==> src/log_domain_product_accumulate_assert.svh <==
// Assertion macros for the log-domain product accumulator RTL.
// No dependencies; included by the modules that carry checks.
`ifndef LOG_DOMAIN_PRODUCT_ACCUMULATE_ASSERT_SVH
`define LOG_DOMAIN_PRODUCT_ACCUMULATE_ASSERT_SVH

// Condition must hold at every clock edge outside reset.
`define LDPA_ALWAYS(label, clk, rst, cond, msg) \
   label: assert property (@(posedge clk) disable iff (rst) (cond)) else $error(msg);

// Antecedent at one edge implies consequent at the next.
`define LDPA_NEXT(label, clk, rst, ante, cons, msg) \
   label: assert property (@(posedge clk) disable iff (rst) (ante) |=> (cons)) else $error(msg);

`endif

==> src/ldpa_pkg.sv <==
// Types, constants and the exp2 table for the log-domain product accumulator.
// No dependencies.
package ldpa_pkg;

   localparam logic [31:0] ZERO_CODE = 32'h2000_0000;
   localparam logic [31:0] EXP_FIX   = 32'h4080_0000;
   localparam logic [31:0] CANON_NAN = 32'h7FC0_0000;
   localparam int unsigned QUEUE_DEPTH = 2;

   typedef struct packed {
      logic [31:0] weight_code;
      logic [31:0] activation_code;
      logic        restart;
   } req_type;

   typedef struct packed {
      logic [31:0] accumulated_bits;
      logic [31:0] product_bits;
   } rsp_type;

   // Item handed from front to back: linear product and restart flag.
   typedef struct packed {
      logic [31:0] product;
      logic        restart;
   } item_type;

   // exp2 fraction table; entries are multiples of 0x40000, stored as 5-bit steps.
   function automatic logic [22:0] exp2_rom(input logic [5:0] idx);
      logic [4:0] s;
      case (idx)
         6'd0, 6'd1:                   s = 5'd0;
         6'd2, 6'd3, 6'd4:             s = 5'd1;
         6'd5, 6'd6:                   s = 5'd2;
         6'd7, 6'd8, 6'd9:             s = 5'd3;
         6'd10, 6'd11, 6'd12:          s = 5'd4;
         6'd13, 6'd14:                 s = 5'd5;
         6'd15, 6'd16, 6'd17:          s = 5'd6;
         6'd18, 6'd19:                 s = 5'd7;
         6'd20, 6'd21:                 s = 5'd8;
         6'd22, 6'd23, 6'd24:          s = 5'd9;
         6'd25, 6'd26:                 s = 5'd10;
         6'd27, 6'd28:                 s = 5'd11;
         6'd29, 6'd30:                 s = 5'd12;
         6'd31, 6'd32:                 s = 5'd13;
         6'd33, 6'd34:                 s = 5'd14;
         6'd35, 6'd36:                 s = 5'd15;
         6'd37, 6'd38:                 s = 5'd16;
         6'd39, 6'd40:                 s = 5'd17;
         6'd41, 6'd42:                 s = 5'd18;
         6'd43:                        s = 5'd19;
         6'd44, 6'd45:                 s = 5'd20;
         6'd46, 6'd47:                 s = 5'd21;
         6'd48, 6'd49:                 s = 5'd22;
         6'd50:                        s = 5'd23;
         6'd51, 6'd52:                 s = 5'd24;
         6'd53, 6'd54:                 s = 5'd25;
         6'd55:                        s = 5'd26;
         6'd56, 6'd57:                 s = 5'd27;
         6'd58:                        s = 5'd28;
         6'd59, 6'd60:                 s = 5'd29;
         6'd61:                        s = 5'd30;
         default:                      s = 5'd31;
      endcase
      return {s, 18'd0};
   endfunction

endpackage

==> src/ldpa_front.sv <==
// Front stage: log-domain multiply and conversion of the product to linear FP32.
// Depends on ldpa_pkg.
module ldpa_front (
   input  logic               clock,
   input  logic               reset,
   input  logic               req_valid,
   output logic               req_ready,
   input  ldpa_pkg::req_type  req_data,
   output logic               item_valid,
   input  logic               item_ready,
   output ldpa_pkg::item_type item_data
);

   logic               valid_ff, valid_in;
   ldpa_pkg::item_type item_ff, item_in;
   logic [31:0]        z;
   logic               take;

   assign req_ready = !valid_ff || item_ready;
   assign take      = req_valid && req_ready;

   always_comb begin
      z = req_data.weight_code + req_data.activation_code + ldpa_pkg::EXP_FIX;
      item_in.product = {req_data.weight_code[31] ^ req_data.activation_code[31],
                         z[30:23], ldpa_pkg::exp2_rom(z[22:17])};
      item_in.restart = req_data.restart;
      valid_in = take || (valid_ff && !item_ready);
   end

   always_ff @(posedge clock) begin
      if (reset) begin
         valid_ff <= 1'b0;
      end else begin
         valid_ff <= valid_in;
      end
      if (take) begin
         item_ff <= item_in;
      end
   end

   assign item_valid = valid_ff;
   assign item_data  = item_ff;

endmodule

==> src/ldpa_queue.sv <==
// Two-entry queue between front and back stages.
// Depends on ldpa_pkg and the assertion macro header.
`include "log_domain_product_accumulate_assert.svh"
module ldpa_queue (
   input  logic               clock,
   input  logic               reset,
   input  logic               push_valid,
   output logic               push_ready,
   input  ldpa_pkg::item_type push_data,
   output logic               pop_valid,
   input  logic               pop_ready,
   output ldpa_pkg::item_type pop_data
);

   ldpa_pkg::item_type entry_ff [ldpa_pkg::QUEUE_DEPTH];
   logic       wr_ptr_ff, wr_ptr_in;
   logic       rd_ptr_ff, rd_ptr_in;
   logic [1:0] count_ff, count_in;
   logic       push, pop;

   assign push_ready = (count_ff != 2'd2);
   assign pop_valid  = (count_ff != 2'd0);
   assign push       = push_valid && push_ready;
   assign pop        = pop_valid && pop_ready;
   assign pop_data   = entry_ff[rd_ptr_ff];

   always_comb begin
      wr_ptr_in = push ? !wr_ptr_ff : wr_ptr_ff;
      rd_ptr_in = pop ? !rd_ptr_ff : rd_ptr_ff;
      count_in  = count_ff + {1'b0, push} - {1'b0, pop};
   end

   always_ff @(posedge clock) begin
      if (reset) begin
         wr_ptr_ff <= 1'b0;
         rd_ptr_ff <= 1'b0;
         count_ff  <= 2'd0;
      end else begin
         wr_ptr_ff <= wr_ptr_in;
         rd_ptr_ff <= rd_ptr_in;
         count_ff  <= count_in;
      end
      if (push) begin
         entry_ff[wr_ptr_ff] <= push_data;
      end
   end

   `LDPA_ALWAYS(a_count_bound, clock, reset, count_ff != 2'd3, "queue count out of range")
   `LDPA_ALWAYS(a_ptr_track, clock, reset, (count_ff == 2'd1) == (wr_ptr_ff != rd_ptr_ff), "queue pointers disagree with count")
   `LDPA_NEXT(a_full_after, clock, reset, push && !pop && count_ff == 2'd1, !push_ready, "queue not full after fill")

endmodule

==> src/ldpa_back.sv <==
// Back stage: FP32 addition into the accumulator and the result register.
// Depends on ldpa_pkg.
module ldpa_back (
   input  logic               clock,
   input  logic               reset,
   input  logic               item_valid,
   output logic               item_ready,
   input  ldpa_pkg::item_type item_data,
   output logic               rsp_valid,
   input  logic               rsp_ready,
   output ldpa_pkg::rsp_type  rsp_data
);

   function automatic logic [31:0] fp32_add(input logic [31:0] a_in, input logic [31:0] b_in);
      logic [31:0] a, b, r;
      logic [7:0]  ea, eb, ea1, eb1, d;
      logic [22:0] fa, fb;
      logic        sa, sb, found;
      logic [26:0] ma, mb, mbs, lost;
      logic [27:0] sum;
      logic [9:0]  e;
      logic [4:0]  lz, sh;
      logic [24:0] m;
      logic [2:0]  rem;
      a = a_in;
      b = b_in;
      r = 32'd0;
      if ((a[30:23] == 8'hFF && a[22:0] != 23'd0) || (b[30:23] == 8'hFF && b[22:0] != 23'd0)) begin
         r = ldpa_pkg::CANON_NAN;
      end else if (a[30:23] == 8'hFF) begin
         r = (b[30:23] == 8'hFF && a[31] != b[31]) ? ldpa_pkg::CANON_NAN : a;
      end else if (b[30:23] == 8'hFF) begin
         r = b;
      end else begin
         if (b[30:0] > a[30:0]) begin
            a = b_in;
            b = a_in;
         end
         ea = a[30:23];
         eb = b[30:23];
         fa = a[22:0];
         fb = b[22:0];
         sa = a[31];
         sb = b[31];
         ea1 = (ea != 8'd0) ? ea : 8'd1;
         eb1 = (eb != 8'd0) ? eb : 8'd1;
         ma = {(ea != 8'd0), fa, 3'b000};
         mb = {(eb != 8'd0), fb, 3'b000};
         e  = {2'b00, ea1};
         d  = ea1 - eb1;
         if (d >= 8'd27) begin
            mbs = {26'd0, |mb};
         end else begin
            lost = mb << (8'd27 - d);
            mbs  = (mb >> d) | {26'd0, |lost};
         end
         sum = (sa == sb) ? ({1'b0, ma} + {1'b0, mbs}) : ({1'b0, ma} - {1'b0, mbs});
         if (sum == 28'd0) begin
            r = (sa == sb) ? {sa, 31'd0} : 32'd0;
         end else begin
            if (sum[27]) begin
               sum = {1'b0, sum[27:2], sum[1] | sum[0]};
               e   = e + 10'd1;
            end else begin
               // Leading-zero count below the hidden-bit position, capped by exponent
               found = 1'b0;
               lz    = 5'd0;
               for (int i = 26; i >= 0; i--) begin
                  if (!found && sum[i]) begin
                     found = 1'b1;
                     lz    = 5'(26 - i);
                  end
               end
               sh  = ({5'd0, lz} > (e - 10'd1)) ? 5'(e - 10'd1) : lz;
               sum = sum << sh;
               e   = e - {5'd0, sh};
            end
            rem = sum[2:0];
            m   = sum[27:3];
            if (rem > 3'd4 || (rem == 3'd4 && m[0])) begin
               m = m + 25'd1;
            end
            if (m[24]) begin
               m = m >> 1;
               e = e + 10'd1;
            end
            if (e >= 10'd255) begin
               r = {sa, 8'hFF, 23'd0};
            end else begin
               r = {sa, (m[23] ? e[7:0] : 8'd0), m[22:0]};
            end
         end
      end
      return r;
   endfunction

   logic [31:0]       acc_ff, acc_in;
   logic              rsp_valid_ff, rsp_valid_in;
   ldpa_pkg::rsp_type rsp_ff, rsp_in;
   logic              take;

   assign item_ready = !rsp_valid_ff || rsp_ready;
   assign take       = item_valid && item_ready;

   always_comb begin
      acc_in = fp32_add(item_data.restart ? ldpa_pkg::ZERO_CODE : acc_ff, item_data.product);
      rsp_in.accumulated_bits = acc_in;
      rsp_in.product_bits     = item_data.product;
      rsp_valid_in = take || (rsp_valid_ff && !rsp_ready);
   end

   always_ff @(posedge clock) begin
      if (reset) begin
         acc_ff       <= ldpa_pkg::ZERO_CODE;
         rsp_valid_ff <= 1'b0;
      end else begin
         rsp_valid_ff <= rsp_valid_in;
         if (take) begin
            acc_ff <= acc_in;
         end
      end
      if (take) begin
         rsp_ff <= rsp_in;
      end
   end

   assign rsp_valid = rsp_valid_ff;
   assign rsp_data  = rsp_ff;

endmodule

==> src/log_domain_product_accumulate.sv <==
// Top level of the log-domain product accumulator: front, queue and back stages.
// Depends on ldpa_pkg, ldpa_front, ldpa_queue and ldpa_back.
//
//   channel | ports                       | payload
//   request | req_valid req_ready req_data | ldpa_pkg::req_type
//   result  | rsp_valid rsp_ready rsp_data | ldpa_pkg::rsp_type
//
// One request per cycle sustained while rsp_ready is high; a request is registered
// in the front stage, written into the queue, then registered with its result
// in the back stage, where the accumulator add is combinational.
// Synchronous reset loads the accumulator with the zero code and empties all stages.
// A result stall fills the two-entry queue before the request side is held.
module log_domain_product_accumulate (
   input  logic              clock,
   input  logic              reset,
   input  logic              req_valid,
   output logic              req_ready,
   input  ldpa_pkg::req_type req_data,
   output logic              rsp_valid,
   input  logic              rsp_ready,
   output ldpa_pkg::rsp_type rsp_data
);

   logic               f_valid, f_ready, b_valid, b_ready;
   ldpa_pkg::item_type f_data, b_data;

   ldpa_front u_front (
      .clock      (clock),
      .reset      (reset),
      .req_valid  (req_valid),
      .req_ready  (req_ready),
      .req_data   (req_data),
      .item_valid (f_valid),
      .item_ready (f_ready),
      .item_data  (f_data)
   );

   ldpa_queue u_queue (
      .clock      (clock),
      .reset      (reset),
      .push_valid (f_valid),
      .push_ready (f_ready),
      .push_data  (f_data),
      .pop_valid  (b_valid),
      .pop_ready  (b_ready),
      .pop_data   (b_data)
   );

   ldpa_back u_back (
      .clock      (clock),
      .reset      (reset),
      .item_valid (b_valid),
      .item_ready (b_ready),
      .item_data  (b_data),
      .rsp_valid  (rsp_valid),
      .rsp_ready  (rsp_ready),
      .rsp_data   (rsp_data)
   );

endmodule
==> config.mk <==
export PLATFORM = sky130hd
export DESIGN_NAME = log_domain_product_accumulate
export DESIGN_NICKNAME = d
export VERILOG_FILES = /design/src/ldpa_pkg.sv /design/src/ldpa_front.sv /design/src/ldpa_queue.sv /design/src/ldpa_back.sv /design/src/log_domain_product_accumulate.sv
export VERILOG_INCLUDE_DIRS = /design/src /design/src/src
export SDC_FILE = /design/constraint.sdc
export NUM_CORES = 1
export LEC_CHECK = 0
export BUFFER_PORTS_ARGS = -buffer_cell sky130_fd_sc_hd__buf_2
export CAP_MARGIN = 40
export CORE_MARGIN = 2
export CORE_UTILIZATION = 31
export DETAILED_ROUTE_END_ITERATION = 8
export PLACE_DENSITY = 0.46
export SLEW_MARGIN = 20
export SYNTH_ARGS = -nofsm -noshare
export SYNTH_HDL_FRONTEND = slang
export SYNTH_SLANG_ARGS = --single-unit
==> constraint.sdc <==
create_clock -name clock -period 24.5 [get_ports clock]
set_input_delay 1.225 -clock clock [delete_from_list [all_inputs] [get_ports clock]]
set_output_delay 1.225 -clock clock [all_outputs]
set_load 0.005 [all_outputs]
==> flow_summary_export.csv <==
group,metric,value,unit
setup_path,worstPathArrival,19.90,ns
logic_synthesis,ys_types,121,
setup_path,crit_type,"reg2reg",
floorplan,dieWidth,249,µm
cells_and_area,final_nets,2705,
detailed_routing,vias_per_cell,6.08,
logic_synthesis,seq_area_frac_synth,0.189,
setup_path,worst-path-max-fanout,46,
clock_tree,hold_buffers,0,
clock_tree,clk_path_buf_depth,2,
floorplan,rows,89,
detailed_routing,drt-total-wl,78600,µm
logic_synthesis,synth_area,18600,µm²
setup_path,cp-start-kind,"flop",
logic_synthesis,synth_edf_count,91,
detailed_routing,drtPass1Iterations,8,
placed_design,globalplace.congestion,0.986,
logic_synthesis,yosysTopAreaCellShare,0.147,
global_routing,antenna_found_initial,1,
sta,fin_worst_skew,0.0135,ns
global_routing,grt_usage,0.244,
sta,period_share,0.807,
detailed_routing,postRouteAntennaNets,0,
floorplan,initial_core_util,0.314,
sta,min_period,19.76,ns
clock_tree,numCtsBuffers,17,
job,maxCapViolCount,0,
run_status,outcome,"complete, no violations",
global_routing,grt_pass1_wl,119000,µm
cells_and_area,area_growth,10.4,%
setup_path,required,24.64,ns
setup_path,cp_slowest_stage_delay,0.77,ns
cells_and_area,nFillCells,6318,
sta,final-setup-viol-count,0,
detailed_routing,route.vias.total,19900,
floorplan,io_pins,135,
global_routing,grt_max_degree,66,
sta,rsz0062_at_grt,"false",
detailed_routing,remaining_drc_errors,0,
clock_tree,cts_resized,0,
logic_synthesis,synth_top_area_cell,"edfxtp_1",
logic_synthesis,syn_inst,2433,
detailed_routing,drt-initial-drc-count,1906,
clock_tree,cts_setup_buffers,0,
sta,fmax,50.6,MHz
cells_and_area,multi_input_area,14200,µm²
logic_synthesis,ys_top_cells_by_area,"edfxtp_1 15%, ha_1 10%, nand2_1 5.0%",
logic_synthesis,async_flop_share,0,
clock_tree,clk_pin_slew,0.07,ns
logic_synthesis,synth_ff_type,"edfxtp_1",
floorplan,coreArea,59200,µm²
sta,relSlewSlack,0.314,
clock_tree,cts_tree,"built",
clock_tree,cts-root-buf,"clkbuf_16",
placed_design,dp_hpwl,63000,µm
setup_path,slowest_stage,"a2111oi_0",
clock_tree,htreeDepth,4,
global_routing,grt_overflow,0,
logic_synthesis,ys_ff_latch,130,
logic_synthesis,synth_most_common_cell,"nand2_1",
detailed_routing,drt-wirelength-per-cell,24.0,µm
setup_path,end_kind,"flop",
clock_tree,cts.sinks,130,
floorplan,die_h,249,µm
sta,drv_slew,0,
logic_synthesis,yosysWarnings,0,
cells_and_area,antennaDiodeCount,0,
logic_synthesis,syn_area_per_cell,7.65,µm²
sta,worst_pin_slew,1.00,ns
floorplan,die-area,62000,µm²
cells_and_area,seqCellArea,3510,µm²
global_routing,grt_pass1_vias,19100,
cells_and_area,drive_above_1_share,0.137,
sta,tns,0,ns
logic_synthesis,netlist_top_cells_count,"248 x nand2_1, 217 x nor2_1, 166 x a21oi_1",
sta,hold_viol,0,
placed_design,portBuffers,116,
clock_tree,clkLatencyLatePin,0.43,ns
hold_path,hp-class,"reg2reg",
sequential cells by signal (all words and copies together), names as in the netlist, named ones only:
register            flops
u_queue.wr_ptr_ff       1
u_queue.rd_ptr_ff       1
u_front.item_data      15
u_back.acc_ff          32
u_queue.entry_ff       30
u_back.rsp_data        46
u_front.item_valid      1
u_queue.count_ff        2
u_back.rsp_valid        1
metal layers:
layer	share of wire	wire length (µm)	track usage	vias up
met2	0.47	36800	0.412	902
li1	-	-	-	9283
met5	0	0	0	-
met3	0.064	5060	0.0305	181
met1	0.43	33500	0.315	9515
met4	0.042	3270	0.0974	0
logic make-up after synthesis:
family / count (synthesis) / share of synthesized area
other: 1 / 0.000201
flip-flops: 130 / 0.189
AO/OA/AOI/OAI: 800 / 0.300
buffers and inverters: 253 / 0.0575
AND/OR/NAND/NOR: 894 / 0.239
XOR/XNOR: 81 / 0.0385
multiplexers: 120 / 0.0716
adder cells (fa/ha/maj): 154 / 0.104
layout by cell type (no fill, tap or decap), types with 22 or more instances in the layout:
cell type	count
nor2_1	216
xnor2_1	58
dfxtp_1	39
nor2b_1	22
buf_4	39
nand2b_1	27
o22ai_1	30
o21a_1	23
nor3_1	78
buf_2	119
and2_1	22
mux2_2	35
mux2i_1	77
a211oi_1	37
nand2_1	248
a21oi_1	164
nand3_1	78
a21o_1	45
and3_1	57
o21ai_0	142
inv_1	98
xor2_1	22
o21ai_1	23
a31oi_1	38
or3_1	25
o211ai_1	31
ha_1	148
edfxtp_1	91
or2_2	24
worst paths after layout:
| path | from | to | slack [ns] | cells past startpoint |
|---|---|---|---|---|
| worst min register to register | u_front.item_data[26]$_DFFE_PP_ | u_queue.entry_ff[1][8]$_DFFE_PP_ | 0.45 | 0 |
| worst max-delay path | flop | u_back.rsp_data[59]$_DFFE_PP_ | 4.74 | 69 |
| worst min-delay path | u_front.item_data[26]$_DFFE_PP_ | u_queue.entry_ff[1][8]$_DFFE_PP_ | 0.45 | 0 |
| worst max register to register | flop | u_back.rsp_data[59]$_DFFE_PP_ | 4.74 | 69 |
layout make-up:
| type | count | area share |
|---|---|---|
| timing repair buffer | 164 | 0.0469 |
| clock inverter | 12 | 0.00481 |
| tap | 773 | 0.0471 |
| clock buffer | 20 | 0.0217 |
| inverter | 104 | 0.0190 |
| sequential | 130 | 0.171 |
| multi-input combinational | 2067 | 0.690 |
through the flow:
stage | area (µm²) | cells | util | setup slack, ns | hold WS, ns
after floorplan | 18700 | 2450 | - | 7.58 | 0.417
after CTS | 20500 | 3265 | 0.346 | 5.12 | 0.447
final | 20600 | 3270 | 0.347 | 4.74 | 0.447
after global placement | 19900 | 3222 | 0.335 | 4.35 | 0.424
after detailed placement | 20000 | 3233 | 0.337 | 5.21 | 0.433
after global routing | 20600 | 3270 | 0.347 | 3.10 | 0.462
worst max-delay path, delay by kind of cell, from the launching register on:
kind / cells / cell delay (ns)
compound gates: 33 / 8.75
fa+ha+maj: 6 / 2.04
buf+inv: 9 / 2.28
flops: 1 / 0.31
mux: 2 / 0.57
simple gates: 19 / 5.41
Power is left out: the tool's default activity adds up to more than one toggle a clock period on the data nets, which glitch-free logic cannot reach.
